[config.mk]
export PLATFORM = sky130hd
export DESIGN_NAME = rtu_frame_receiver
export DESIGN_NICKNAME = d
export VERILOG_FILES = /design/src/rtl/core/rtufr_pkg.sv /design/src/rtl/core/rtufr_crc.sv /design/src/rtl/core/rtufr_ctrl.sv /design/src/rtl/core/rtufr_out_buf.sv /design/src/rtl/core/rtu_frame_receiver.sv
export VERILOG_INCLUDE_DIRS = /design/src /design/src/rtl/core
export SDC_FILE = /design/constraint.sdc
export NUM_CORES = 1
export LEC_CHECK = 0
export BUFFER_PORTS_ARGS = -buffer_cell sky130_fd_sc_hd__buf_2
export CORE_ASPECT_RATIO = 1.75
export CORE_UTILIZATION = 60
export CTS_CLUSTER_DIAMETER = 100
export DETAILED_ROUTE_END_ITERATION = 10
export PLACE_DENSITY = 0.82
export REMOVE_ABC_BUFFERS = 1
export SYNTH_ARGS = -nofsm -noshare
export SYNTH_HDL_FRONTEND = slang
export SYNTH_SLANG_ARGS = --single-unit
[constraint.sdc]
create_clock -name clk -period 13.6 [get_ports clk]
set_input_delay 0 -clock clk [delete_from_list [all_inputs] [get_ports clk]]
set_output_delay 0 -clock clk [all_outputs]
set_load 0.05 [all_outputs]
[src/rtl/core/rtu_frame_receiver_defines.svh]
// ----------------------------------------------------------------------------
// RTU frame receiver assertion macros
// Shared concurrent-check macros for the frame receiver RTL.
// ----------------------------------------------------------------------------
`ifndef RTU_FRAME_RECEIVER_DEFINES_SVH
`define RTU_FRAME_RECEIVER_DEFINES_SVH

// Same-cycle implication, disabled during reset.
`define RTUFR_ASSERT_NOW(label, clk, rst, ante, cons) \
  label: assert property (@(posedge clk) disable iff (rst) (ante) |-> (cons)) \
    else $error("rtu frame receiver check failed");

// Next-cycle implication, disabled during reset.
`define RTUFR_ASSERT_NEXT(label, clk, rst, ante, cons) \
  label: assert property (@(posedge clk) disable iff (rst) (ante) |=> (cons)) \
    else $error("rtu frame receiver check failed");

`endif

[src/rtl/core/rtufr_pkg.sv]
// ----------------------------------------------------------------------------
// RTU frame receiver package
// Types, codes and default sizes shared by the frame receiver modules.
// ----------------------------------------------------------------------------
package rtufr_pkg;

  localparam int MAX_FRAME_BYTES_DEF = 256;
  localparam int TICKS_PER_MS_DEF    = 1000;

  localparam int GAP_W    = 18;
  localparam int MS_W     = 16;
  localparam int COUNT_W  = 9;
  localparam int CRC_W    = 16;
  localparam int CFG_W    = 18;
  localparam int CFG_IDX_W = 2;

  // Command codes
  localparam logic [1:0] CMD_TICK  = 2'd0;
  localparam logic [1:0] CMD_BYTE  = 2'd1;
  localparam logic [1:0] CMD_START = 2'd2;

  // Result kinds
  localparam logic KIND_DATA   = 1'b0;
  localparam logic KIND_STATUS = 1'b1;

  // Frame status codes
  localparam logic [1:0] ST_OK        = 2'd0;
  localparam logic [1:0] ST_TIMEOUT   = 2'd1;
  localparam logic [1:0] ST_FRAME_ERR = 2'd2;
  localparam logic [1:0] ST_CRC_ERR   = 2'd3;

  // Configuration register indexes
  localparam logic [CFG_IDX_W-1:0] REG_CHAR_TO  = 2'd0;
  localparam logic [CFG_IDX_W-1:0] REG_FRAME_TO = 2'd1;
  localparam logic [CFG_IDX_W-1:0] REG_READ_TO  = 2'd2;

  localparam logic [GAP_W-1:0] CHAR_TO_RST  = 18'd2604;
  localparam logic [GAP_W-1:0] FRAME_TO_RST = 18'd4687;
  localparam logic [MS_W-1:0]  READ_TO_RST  = 16'd1000;
  localparam logic [CRC_W-1:0] CRC_PRESET   = 16'hFFFF;
  localparam logic [CRC_W-1:0] CRC_POLY     = 16'hA001;

  typedef enum logic [1:0] {
    PH_IDLE    = 2'd0,
    PH_WAIT    = 2'd1,
    PH_COLLECT = 2'd2,
    PH_CLOSE   = 2'd3
  } phase_t;

  typedef struct packed {
    logic [1:0] command;
    logic [7:0] rx_byte;
  } in_item_t;

  typedef struct packed {
    logic               item_kind;
    logic [7:0]         data_byte;
    logic [7:0]         byte_index;
    logic [1:0]         frame_status;
    logic [COUNT_W-1:0] frame_length;
  } out_item_t;

  typedef struct packed {
    logic [GAP_W-1:0] char_timeout_us;
    logic [GAP_W-1:0] frame_timeout_us;
    logic [MS_W-1:0]  read_timeout_ms;
  } cfg_t;

  typedef struct packed {
    phase_t             phase;
    logic [COUNT_W-1:0] byte_count;
  } ctrl_stat_t;

endpackage

[src/rtl/core/rtufr_crc.sv]
// ----------------------------------------------------------------------------
// RTU frame receiver CRC step
// Folds one byte into the reflected CRC-16 residue (poly 0xA001).
// ----------------------------------------------------------------------------
module rtufr_crc (
  input  logic [rtufr_pkg::CRC_W-1:0] crc_in,
  input  logic [7:0]                  data,
  output logic [rtufr_pkg::CRC_W-1:0] crc_out
);

  always_comb begin
    logic [rtufr_pkg::CRC_W-1:0] c;
    c = crc_in ^ {8'd0, data};
    for (int k = 0; k < 8; k++) begin
      if (c[0]) begin
        c = (c >> 1) ^ rtufr_pkg::CRC_POLY;
      end else begin
        c = c >> 1;
      end
    end
    crc_out = c;
  end

endmodule

[src/rtl/core/rtufr_ctrl.sv]
// ----------------------------------------------------------------------------
// RTU frame receiver control
// Phase machine, gap and millisecond timers, byte count and CRC residue.
// ----------------------------------------------------------------------------
module rtufr_ctrl #(
  parameter int MAX_FRAME_BYTES = rtufr_pkg::MAX_FRAME_BYTES_DEF,
  parameter int TICKS_PER_MS    = rtufr_pkg::TICKS_PER_MS_DEF
) (
  input  logic                   clk,
  input  logic                   rst,
  input  logic                   go,
  input  rtufr_pkg::in_item_t    item,
  input  rtufr_pkg::cfg_t        cfg,
  output logic                   push,
  output rtufr_pkg::out_item_t   result,
  output rtufr_pkg::ctrl_stat_t  stat
);

  localparam int PRE_W = (TICKS_PER_MS < 1) ? 1 : $clog2(TICKS_PER_MS + 1);
  localparam logic [PRE_W-1:0] PRE_TOP = PRE_W'(TICKS_PER_MS);
  localparam logic [rtufr_pkg::COUNT_W-1:0] COUNT_TOP =
    rtufr_pkg::COUNT_W'(MAX_FRAME_BYTES);

  rtufr_pkg::phase_t                 phase, phase_next;
  logic [rtufr_pkg::GAP_W-1:0]       gap, gap_next;
  logic [PRE_W-1:0]                  pre, pre_next;
  logic [rtufr_pkg::MS_W-1:0]        ms, ms_next;
  logic [rtufr_pkg::COUNT_W-1:0]     count, count_next;
  logic [rtufr_pkg::CRC_W-1:0]       crc, crc_next;
  logic                              late, late_next;

  logic [rtufr_pkg::CRC_W-1:0]       crc_fed;
  logic [rtufr_pkg::GAP_W-1:0]       gap_inc;
  logic [PRE_W-1:0]                  pre_inc;
  logic                              pre_roll;
  logic [rtufr_pkg::MS_W-1:0]        ms_adv;
  logic [rtufr_pkg::COUNT_W-1:0]     count_inc;
  logic                              is_tick, is_byte, is_start;
  logic                              take_byte, ms_hit, char_over, frame_over;
  logic [1:0]                        fin_status;
  logic [rtufr_pkg::COUNT_W-1:0]     fin_length;

  rtufr_crc u_crc (
    .crc_in  (crc),
    .data    (item.rx_byte),
    .crc_out (crc_fed)
  );

  assign is_tick  = go && (item.command == rtufr_pkg::CMD_TICK);
  assign is_byte  = go && (item.command == rtufr_pkg::CMD_BYTE);
  assign is_start = go && (item.command == rtufr_pkg::CMD_START);

  // Saturating gap count and millisecond prescale
  assign gap_inc   = (&gap) ? gap : gap + 1'b1;
  assign pre_inc   = pre + 1'b1;
  assign pre_roll  = (pre_inc >= PRE_TOP);
  assign ms_adv    = (pre_roll && !(&ms)) ? ms + 1'b1 : ms;
  assign count_inc = count + 1'b1;

  assign take_byte  = is_byte && (phase == rtufr_pkg::PH_WAIT ||
                                  phase == rtufr_pkg::PH_COLLECT);
  assign ms_hit     = (ms_adv >= cfg.read_timeout_ms);
  assign char_over  = (gap_inc > cfg.char_timeout_us);
  assign frame_over = (gap_inc >= cfg.frame_timeout_us);

  // Closing verdict
  always_comb begin
    fin_length = '0;
    if (late) begin
      fin_status = rtufr_pkg::ST_FRAME_ERR;
    end else if (crc != '0) begin
      fin_status = rtufr_pkg::ST_CRC_ERR;
    end else begin
      fin_status = rtufr_pkg::ST_OK;
      fin_length = count;
    end
  end

  // Next state
  always_comb begin
    phase_next = phase;
    gap_next   = gap;
    pre_next   = pre;
    ms_next    = ms;
    count_next = count;
    crc_next   = crc;
    late_next  = late;
    if (is_start) begin
      phase_next = rtufr_pkg::PH_WAIT;
      gap_next   = '0;
      pre_next   = '0;
      ms_next    = '0;
      count_next = '0;
      crc_next   = rtufr_pkg::CRC_PRESET;
      late_next  = 1'b0;
    end else if (take_byte) begin
      count_next = count_inc;
      crc_next   = crc_fed;
      gap_next   = '0;
      phase_next = (count_inc >= COUNT_TOP) ? rtufr_pkg::PH_CLOSE : rtufr_pkg::PH_COLLECT;
    end else if (is_byte && phase == rtufr_pkg::PH_CLOSE) begin
      late_next = 1'b1;
    end else if (is_tick) begin
      case (phase)
        rtufr_pkg::PH_WAIT: begin
          pre_next = pre_roll ? '0 : pre_inc;
          ms_next  = ms_adv;
          if (ms_hit) begin
            phase_next = rtufr_pkg::PH_IDLE;
          end
        end
        rtufr_pkg::PH_COLLECT: begin
          gap_next = gap_inc;
          if (char_over) begin
            phase_next = frame_over ? rtufr_pkg::PH_IDLE : rtufr_pkg::PH_CLOSE;
          end
        end
        rtufr_pkg::PH_CLOSE: begin
          gap_next = gap_inc;
          if (frame_over) begin
            phase_next = rtufr_pkg::PH_IDLE;
          end
        end
        default: begin
          phase_next = phase;
        end
      endcase
    end
  end

  // Result for this transaction
  always_comb begin
    push   = 1'b0;
    result = '0;
    if (take_byte) begin
      push              = 1'b1;
      result.item_kind  = rtufr_pkg::KIND_DATA;
      result.data_byte  = item.rx_byte;
      result.byte_index = count[7:0];
    end else if (is_tick) begin
      case (phase)
        rtufr_pkg::PH_WAIT: begin
          if (ms_hit) begin
            push                = 1'b1;
            result.item_kind    = rtufr_pkg::KIND_STATUS;
            result.frame_status = rtufr_pkg::ST_TIMEOUT;
          end
        end
        rtufr_pkg::PH_COLLECT, rtufr_pkg::PH_CLOSE: begin
          if (frame_over && (char_over || phase == rtufr_pkg::PH_CLOSE)) begin
            push                = 1'b1;
            result.item_kind    = rtufr_pkg::KIND_STATUS;
            result.frame_status = fin_status;
            result.frame_length = fin_length;
          end
        end
        default: begin
          push = 1'b0;
        end
      endcase
    end
  end

  always_ff @(posedge clk) begin
    if (rst) begin
      phase <= rtufr_pkg::PH_IDLE;
      gap   <= '0;
      pre   <= '0;
      ms    <= '0;
      count <= '0;
      crc   <= rtufr_pkg::CRC_PRESET;
      late  <= 1'b0;
    end else begin
      phase <= phase_next;
      gap   <= gap_next;
      pre   <= pre_next;
      ms    <= ms_next;
      count <= count_next;
      crc   <= crc_next;
      late  <= late_next;
    end
  end

  assign stat.phase      = phase;
  assign stat.byte_count = count;

endmodule

[src/rtl/core/rtufr_out_buf.sv]
// ----------------------------------------------------------------------------
// RTU frame receiver output buffer
// Output register plus one skid entry; full flag is registered.
// ----------------------------------------------------------------------------
module rtufr_out_buf (
  input  logic                 clk,
  input  logic                 rst,
  input  logic                 push,
  input  rtufr_pkg::out_item_t push_item,
  output logic                 full,
  output logic                 out_valid,
  input  logic                 out_stall,
  output rtufr_pkg::out_item_t out_item
);

  logic                 head_valid;
  rtufr_pkg::out_item_t head;
  logic                 skid_valid;
  rtufr_pkg::out_item_t skid;
  logic                 pop;

  assign pop = head_valid && !out_stall;

  always_ff @(posedge clk) begin
    if (rst) begin
      head_valid <= 1'b0;
      skid_valid <= 1'b0;
    end else if (pop) begin
      if (skid_valid) begin
        head_valid <= 1'b1;
        skid_valid <= push;
      end else begin
        head_valid <= push;
      end
    end else if (!head_valid) begin
      head_valid <= push;
    end else if (push) begin
      skid_valid <= 1'b1;
    end
  end

  // Payload moves without reset
  always_ff @(posedge clk) begin
    if (pop) begin
      if (skid_valid) begin
        head <= skid;
        skid <= push_item;
      end else begin
        head <= push_item;
      end
    end else if (!head_valid) begin
      head <= push_item;
    end else if (push && !skid_valid) begin
      skid <= push_item;
    end
  end

  assign full      = head_valid && skid_valid;
  assign out_valid = head_valid;
  assign out_item  = head;

endmodule

[src/rtl/core/rtu_frame_receiver.sv]
// ----------------------------------------------------------------------------
// RTU frame receiver
// Collects one serial RTU frame after a start command and reports it.
// ----------------------------------------------------------------------------
// Input channel (in_valid / in_stall / in_item) carries events: a microsecond
// tick, a received byte or a start command. Output channel (out_valid /
// out_stall / out_item) carries one data item per frame byte, then one final
// status item whose length is zero on any error.
// Configuration: cfg_we writes cfg_data into register cfg_index (char timeout,
// frame timeout, read timeout); write only while the block is idle.
// Path: each input transaction passes through the input register, then the
// decision logic, into the output register.
// Throughput: one transaction per cycle unless the output buffer is full; the
// decision logic, including the byte-wide CRC fold, sits in one stage between
// the input register and the output register.
// Reset clears the phase to idle, zeroes the timers and count, presets the
// CRC and loads the default timeouts. No clearing pass is needed.
// When the receiver stalls, results pile into the output register and one
// skid entry; with both full, in_stall rises and the input register holds.
// ----------------------------------------------------------------------------
`include "rtu_frame_receiver_defines.svh"

module rtu_frame_receiver #(
  parameter int MAX_FRAME_BYTES = rtufr_pkg::MAX_FRAME_BYTES_DEF,
  parameter int TICKS_PER_MS    = rtufr_pkg::TICKS_PER_MS_DEF
) (
  input  logic                              clk,
  input  logic                              rst,
  input  logic                              in_valid,
  output logic                              in_stall,
  input  rtufr_pkg::in_item_t               in_item,
  output logic                              out_valid,
  input  logic                              out_stall,
  output rtufr_pkg::out_item_t              out_item,
  input  logic                              cfg_we,
  input  logic [rtufr_pkg::CFG_IDX_W-1:0]   cfg_index,
  input  logic [rtufr_pkg::CFG_W-1:0]       cfg_data
);

  // Input register
  logic                  s1_valid;
  rtufr_pkg::in_item_t   s1_item;
  logic                  s1_go;
  logic                  buf_full;

  // Configuration registers
  rtufr_pkg::cfg_t       cfg;

  logic                  push;
  rtufr_pkg::out_item_t  push_item;
  rtufr_pkg::ctrl_stat_t stat;

  // Advance the held transaction whenever the output side has room
  assign s1_go    = s1_valid && !buf_full;
  assign in_stall = s1_valid && buf_full;

  always_ff @(posedge clk) begin
    if (rst) begin
      s1_valid <= 1'b0;
    end else if (!in_stall) begin
      s1_valid <= in_valid;
    end
  end

  // Hold the payload while stalled
  always_ff @(posedge clk) begin
    if (in_valid && !in_stall) begin
      s1_item <= in_item;
    end
  end

  always_ff @(posedge clk) begin
    if (rst) begin
      cfg.char_timeout_us  <= rtufr_pkg::CHAR_TO_RST;
      cfg.frame_timeout_us <= rtufr_pkg::FRAME_TO_RST;
      cfg.read_timeout_ms  <= rtufr_pkg::READ_TO_RST;
    end else if (cfg_we) begin
      case (cfg_index)
        rtufr_pkg::REG_CHAR_TO:  cfg.char_timeout_us  <= cfg_data;
        rtufr_pkg::REG_FRAME_TO: cfg.frame_timeout_us <= cfg_data;
        rtufr_pkg::REG_READ_TO:  cfg.read_timeout_ms  <= cfg_data[rtufr_pkg::MS_W-1:0];
        default: begin
          // drop writes to unmapped indexes
        end
      endcase
    end
  end

  rtufr_ctrl #(
    .MAX_FRAME_BYTES (MAX_FRAME_BYTES),
    .TICKS_PER_MS    (TICKS_PER_MS)
  ) u_ctrl (
    .clk    (clk),
    .rst    (rst),
    .go     (s1_go),
    .item   (s1_item),
    .cfg    (cfg),
    .push   (push),
    .result (push_item),
    .stat   (stat)
  );

  rtufr_out_buf u_out_buf (
    .clk       (clk),
    .rst       (rst),
    .push      (push),
    .push_item (push_item),
    .full      (buf_full),
    .out_valid (out_valid),
    .out_stall (out_stall),
    .out_item  (out_item)
  );

  // A start transaction always lands in the first-byte wait
  `RTUFR_ASSERT_NEXT(a_start_waits, clk, rst,
    s1_go && s1_item.command == rtufr_pkg::CMD_START, stat.phase == rtufr_pkg::PH_WAIT)

  // The byte count never passes the frame limit
  `RTUFR_ASSERT_NOW(a_count_bound, clk, rst, 1'b1,
    stat.byte_count <= rtufr_pkg::COUNT_W'(MAX_FRAME_BYTES))

  // Failed frames report zero length
  `RTUFR_ASSERT_NOW(a_err_len_zero, clk, rst,
    out_valid && out_item.item_kind == rtufr_pkg::KIND_STATUS &&
      out_item.frame_status != rtufr_pkg::ST_OK, out_item.frame_length == '0)

  // A status transaction always returns the control to idle
  `RTUFR_ASSERT_NEXT(a_status_idles, clk, rst,
    push && push_item.item_kind == rtufr_pkg::KIND_STATUS, stat.phase == rtufr_pkg::PH_IDLE)

endmodule

Yosys cells after proc, flatten, opt, wreduce, memory -nomap -nowiden. Index checks and enable logic that the tools add are counted.

Bitwise logic cells: 11. $add $sub $neg: 4. Magnitude comparators: 5. Reduce and logical (&&, ||, !) cells: 45. Equal/unequal tests: 17. Mux-type cells: 52.

Operators with widths (count): $mux 28 (7); $mux 16 (10); $mux 11 (3); $mux 9 (3); $not 2->3 (8); $add 18x1->18 const B (1); $ge 18x18->1 (1); $gt 18x18->1 (1); $mux 18 (1); $mux 2 (9); $reduce_and 18->1 (1); $add 16x1->16 const B (1); $ge 16x16->1 (1); $reduce_and 16->1 (1); $reduce_bool 16->1 (1); $xor 16x8->16 (1); $mux 1 (15); $logic_and 1x1->1 (13); $ne 3x1->1 const B (4); $ne 4x1->1 const B (3); $reduce_and 6->1 (2); $add 10x1->10 const B (1); $ge 10x10->1 const B (1); $mux 10 (1); 22 further kinds (44).

Output and inout port bits: 30. Logic and storage cells: 160. Input bits: 35. Register bits: 193.

Logic depth before layout (Yosys ltp).
Depth after elaboration: 17. Mapped depth: 18. Depth with buffers taken out: 17.

Hierarchy. Synthesis repeated with hierarchy kept, for this count alone.

Cell total of the unflattened synthesis: 1072. Area total of the unflattened synthesis: 10461.3 µm².

Modules (own cells, without submodules): rtufr_ctrl (area an instance 5456.5 µm², cells an instance 720, sequential area each 1441.4 µm², instances 1); rtu_frame_receiver (area an instance 2472.4 µm², cells an instance 220, sequential area each 1361.3 µm², instances 1); rtufr_out_buf (area an instance 2248.4 µm², cells an instance 103, sequential area each 1721.7 µm², instances 1); rtufr_crc (area an instance 284.0 µm², cells an instance 29, sequential area each 0.0 µm², instances 1).

Worst setup path after synthesis. OpenSTA, ideal clock, no wires.

Path kind: register -> register. From: register u_ctrl.gap[0] in the netlist's numbering. To: register u_out_buf.skid[0] in the netlist's numbering (enable). Cell stages (with the launch flop): 15. Clock period less this slack: 4.475 ns. Data required time: 13.075 ns. Arrival: 3.950 ns. Setup slack: 9.125 ns. Path buffers: 1. Setup time: 0.525 ns. Cells stage by stage: dfxtp_1 ha_1 and4_1 nand4_1 or3_1 clkbuf_1 nand4_1 xnor2_1 ha_1 a41oi_1 o21ai_0 a211oi_1 and4b_1 o311ai_0 nand3b_1.

Cells in the longest elaborated chain, start to end: 12. Elaborated cells between the ends (all ways): 14. Those cells by class: add/sub (1); order compare (2); mux (5); reduce/logical (6).

RTL lines: from (decl) (RTL line rtufr_ctrl.sv:25) `logic [rtufr_pkg::GAP_W-1:0] gap, gap_next;`; from (signal assigned) (RTL line rtufr_ctrl.sv:175) `gap <= gap_next;`; $add 18x1->18 / $reduce_and 18->1 (equally long branches) (RTL line rtufr_ctrl.sv:54) `assign gap_inc = (&gap) ? gap : gap + 1'b1;`; $mux 18 * (RTL line rtufr_ctrl.sv:54); net u_ctrl.gap_inc, one bit (RTL line rtufr_ctrl.sv:33) `logic [rtufr_pkg::GAP_W-1:0] gap_inc;`; $gt 18x18->1 (RTL line rtufr_ctrl.sv:63) `assign char_over = (gap_inc > cfg.char_timeout_us);`; $logic_or 1x1->1 (RTL line rtufr_ctrl.sv:150) `if (frame_over && (char_over || phase == rtufr_pkg::PH_CLOSE)) begin`; $logic_and 1x1->1 * (RTL line rtufr_ctrl.sv:150); $mux 1 * (RTL line rtufr_ctrl.sv:150); $pmux 1 s2 * (RTL line rtufr_ctrl.sv:141) `case (phase)`; $mux 1 * (RTL line rtufr_ctrl.sv:140) `end else if (is_tick) begin`; $mux 1 * (RTL line rtufr_ctrl.sv:135) `if (take_byte) begin`; $logic_and 1x1->1 * (RTL line rtufr_out_buf.sv:53) `end else if (push && !skid_valid) begin`; $reduce_bool 2->1 (no source line) *; $reduce_and 3->1 (no source line) *; to (signal assigned) (RTL line rtufr_out_buf.sv:47) `skid <= push_item;`; to (signal assigned) (RTL line rtufr_out_buf.sv:54) `skid <= push_item;`; to (decl) (RTL line rtufr_out_buf.sv:19) `rtufr_pkg::out_item_t skid;`.

The timed path passes the listed nets; every way through them passes the cells marked *. A chain may end at the register's enable or synchronous reset.

Final worst setup path.
From: register u_ctrl.gap[0] in the netlist's numbering. To: register u_out_buf.skid[12] in the netlist's numbering (enable).

Same word-level chain as after synthesis.

==> key figures <==
Finish
  • Most common cell after layout, fill and taps aside: nand2_1
  • Fillers: 1,187
  • N_diodes: 0
  • Layout cells sized above 1: 0.1186
  • Layout area overhead: 13.63%
  • Design area: 11,290 um^2
  • Nets: 1,230
  • Commonest cells after routing, fill and taps aside: nand2_1, dfxtp_1, nor2_1, edfxtp_1, a21oi_1

Job
  • MaxCap Viol Count: 0

Drt
  • DRT Pass-1 Iters: 7
  • Routed WL: 22,480 um
  • Antenna viol nets, final: 0
  • Vias/cell: 5.875
  • DR vias: 7,849
  • Drt drc: 0
  • Iteration-0 DRC Markers: 390
  • WL/cell: 16.83 um

Timing
  • RSZ-0062 raised after global routing: false
  • Minimum clock period: 4.811 ns
  • Fraction of the cycle the final worst path needs: 0.3537
  • Setup TNS Final: 0 ns
  • Max-slew violation count: 0
  • F_max: 207.9 MHz
  • Final setup margin: 8.789 ns
  • Slew margin rel.: 0.3268
  • Actual slew at the worst max-slew pin: 1.010 ns
  • Skew final: 0.01344 ns
  • Final hold violations: 0
  • Final setup vio count: 0

Power
  • Internal power: 0.8862 mW
  • Reg power frac: 0.511
  • PwrDens: 105.2 nW/um^2
  • Comb pwr share: 0.061
  • Pleak: 4.804 nW
  • Power share of the clock group: 0.427
  • Peak VDD IR: 0.08367 mV
  • Switching Fraction: 0.2540
  • Psw: 0.3017 mW

Clocking
  • Total CTS buffers: 17
  • Clk Latency, worst-skew pair: 0.45 ns
  • TritonCTS clock tree: yes
  • Clk Tree Root Cell: clkbuf_16
  • Clk sink count: 193
  • Post-CTS setup buffers: 0
  • Clock Path Buffers: 2
  • CTS H-tree depth: 4
  • Clock slew at reported path FFs: 0.08 ns

Setup path
  • Setup CP Type: reg -> reg
  • Worst r2r src: u_ctrl.gap[0]$_SDFFE_PP0P_
  • Required time at the worst-slack endpoint: 13.77 ns
  • CP Max Fanout: 28
  • R2R depth: 15
  • Critical Path End Type: register
  • Startpoint types: register
  • CP endpoint: u_out_buf.skid[12]$_DFFE_PP_
  • Arr. time, crit path: 4.98 ns
  • FF-to-FF setup slack: 8.79 ns
  • Worst reg2reg path endpoint: u_out_buf.skid[12]$_DFFE_PP_
  • Worst Setup SP: u_ctrl.gap[0]$_SDFFE_PP0P_

Status
  • Status: finished clean

Die
  • Rows: 61
  • Die area: 17,100 um^2
  • Die Height: 172.3 um
  • Core Box Area: 16,030 um^2
  • Die Wd: 99.29 um
  • Initial Utilization: 0.6201
  • I/O pin count: 65

Synth
  • Synth Flop Type: dfxtp_1
  • Cells after Synth: 1,059
  • EDFF count, synth: 66
  • Syn_area_per_cell: 9.385 um^2
  • Post-synthesis adder-cell area fraction: 0.07680
  • Post-Synth XOR/XNOR Area: 0.08662
  • Register area share after synthesis: 0.4552
  • Synth Area in Compound Gates: 0.1263
  • Post-Synth Simple-Gate Area: 0.2070
  • Mux share of post-synthesis cell area: 0.004155
  • Largest family of logic cells by synthesized area: simple AND/OR/NAND/NOR gates
  • Register bit count reported by yosys: 193
  • Synthesized cell area: 9938 um^2
  • Yosys cell types: 68
  • Ys async rst share: 0
  • Yosys warnings: 0

Global route
  • Initial antenna violation count: 0
  • Vias in the first global route: 7,825
  • Largest net degree at the start of global routing: 61
  • Congestion Overflow GR: 0
  • Global-route wire length before repair: 36,290 um
  • Gr usage total: 0.2736

Min path
  • Worst Hold Class: in -> reg
  • Hold_sp: cfg_index[0]

Place
  • RD Place Congestion: 0.9097
  • Post-DP Area: 10,370 um^2
  • DP HPWL: 16,050 um
  • PortBufs: 64
  • Setup WS pre-CTS: 8.938 ns
worst max-delay path, stage by stage (launching register included):
cell and delay, ns:
dfxtp_1 0.42, ha_1 0.28, and4_1 0.21, nand4_1 0.29, o31ai_2 0.46, nor2_1 0.20, nand2_1 0.12, xnor2_1 0.21
ha_1 0.33, a21oi_1 0.13, o21ai_0 0.19, a221oi_1 0.48, and3b_1 0.25, o311ai_0 0.52, nand3b_1 0.13, buf_4 0.27
metrics by stage:
stage	utilization	total power [mW]	cells	hold WS, ns
floorplan	-	0.6607	1012	0.06907
global placement	0.6470	0.6838	1274	0.1774
detailed placement	0.6470	0.6857	1274	0.1784
CTS	0.7046	1.193	1336	0.1294
global route	0.7046	1.220	1336	0.1587
finish	0.7046	1.188	1336	0.1391
synthesized netlist by cell type, drive strengths merged (2+ instances only):
cell    count  area (um^2)
a221oi      2        17.52
a21o       21        157.7
o211ai     12        103.9
dfxtp     127         2542
and3b       3        26.28
a31o        5        43.79
a211o      19        166.4
a21oi      66        330.3
and2       31        193.9
inv        62        232.7
nand3      31        155.2
nor4       16        161.4
o21ai      17        88.84
nor3       19        115.1
a31oi       6        37.54
nor2       94        352.8
nand3b      4        30.03
xor2       33        289.0
o311ai      2        25.03
o31ai       5        42.54
a22o       10        87.58
a41oi       2        17.52
ha         61        763.2
nand2b      7        43.79
nor3b       2        15.01
mux2i       3        30.03
a211oi      3        22.52
xnor2      60        525.5
and3       13        81.33
clkbuf     36        136.4
nor2b       3        18.77
and4       11        96.34
or3         6        37.54
nand4      17        106.4
buf        11        67.57
nand2     154        580.6
edfxtp     66         1982
a21boi      2        15.02
per-layer routing:
metal  share of wire  up-vias  routed length (um)  track usage
met2            0.53      219               12020       0.5202
met5               0        -                   0            0
li1                -     3837                   -            -
met1            0.37     3701                8289       0.2683
met4           0.057        0                1285       0.1867
met3           0.039       92                 882      0.04244
flip-flops by register name, summed over array words and instances, names as in the netlist:
register / flops
u_ctrl.ms: 16
u_out_buf.skid_valid: 1
u_out_buf.skid: 28
u_ctrl.count: 9
u_out_buf.out_valid: 1
s1_item: 10
u_ctrl.pre: 10
u_ctrl.gap: 18
u_ctrl.crc: 16
u_ctrl.late: 1
u_ctrl.phase: 2
cfg: 52
s1_valid: 1
u_out_buf.out_item: 28
power groups by stage:
stage	clock network, mW	registers (mW)	logic (mW)
3_3_place_gp	0	0.620	0.0635
3_5_place_dp	0	0.621	0.0652
2_1_floorplan	0	0.619	0.0412
5_1_grt	0.533	0.608	0.0789
6_report	0.508	0.607	0.0730
4_1_cts	0.513	0.607	0.0722
logic make-up after synthesis:
family,after synthesis
AO/OA/AOI/OAI,181
multiplexers,4
AND/OR/NAND/NOR,416
buffers and inverters,109
XOR/XNOR,95
adder cells (fa/ha/maj),61
flip-flops,193
worst min path at each step:
stage               slack [ns]  cells past startpoint              endpoint
global placement          0.18                      1  s1_item[2]$_DFFE_PP_
floorplan                 0.07                      1   cfg[0]$_SDFFE_PP0P_
global route              0.16                      5  cfg[42]$_SDFFE_PP0P_
finish                    0.14                      5  cfg[46]$_SDFFE_PP0P_
detailed placement        0.18                      1  s1_item[2]$_DFFE_PP_
CTS                       0.13                      5  cfg[46]$_SDFFE_PP0P_
cell type report:
type,count,area (um^2),area share
multi-input cells,757,4989,0.4417
clock inverters,15,197.7,0.01751
clock buffers,17,425.4,0.03767
flip-flops and latches,193,4524,0.4006
well taps,189,236.5,0.02094
inverters,62,232.7,0.02061
repair buffers,103,688.2,0.06094
timing repair:
action,in CTS,in global routing
gates resized for setup,0,0
hold buffers,30,0
endpoints found under the hold margin,64,0
(Power assumes the default switching activity.)
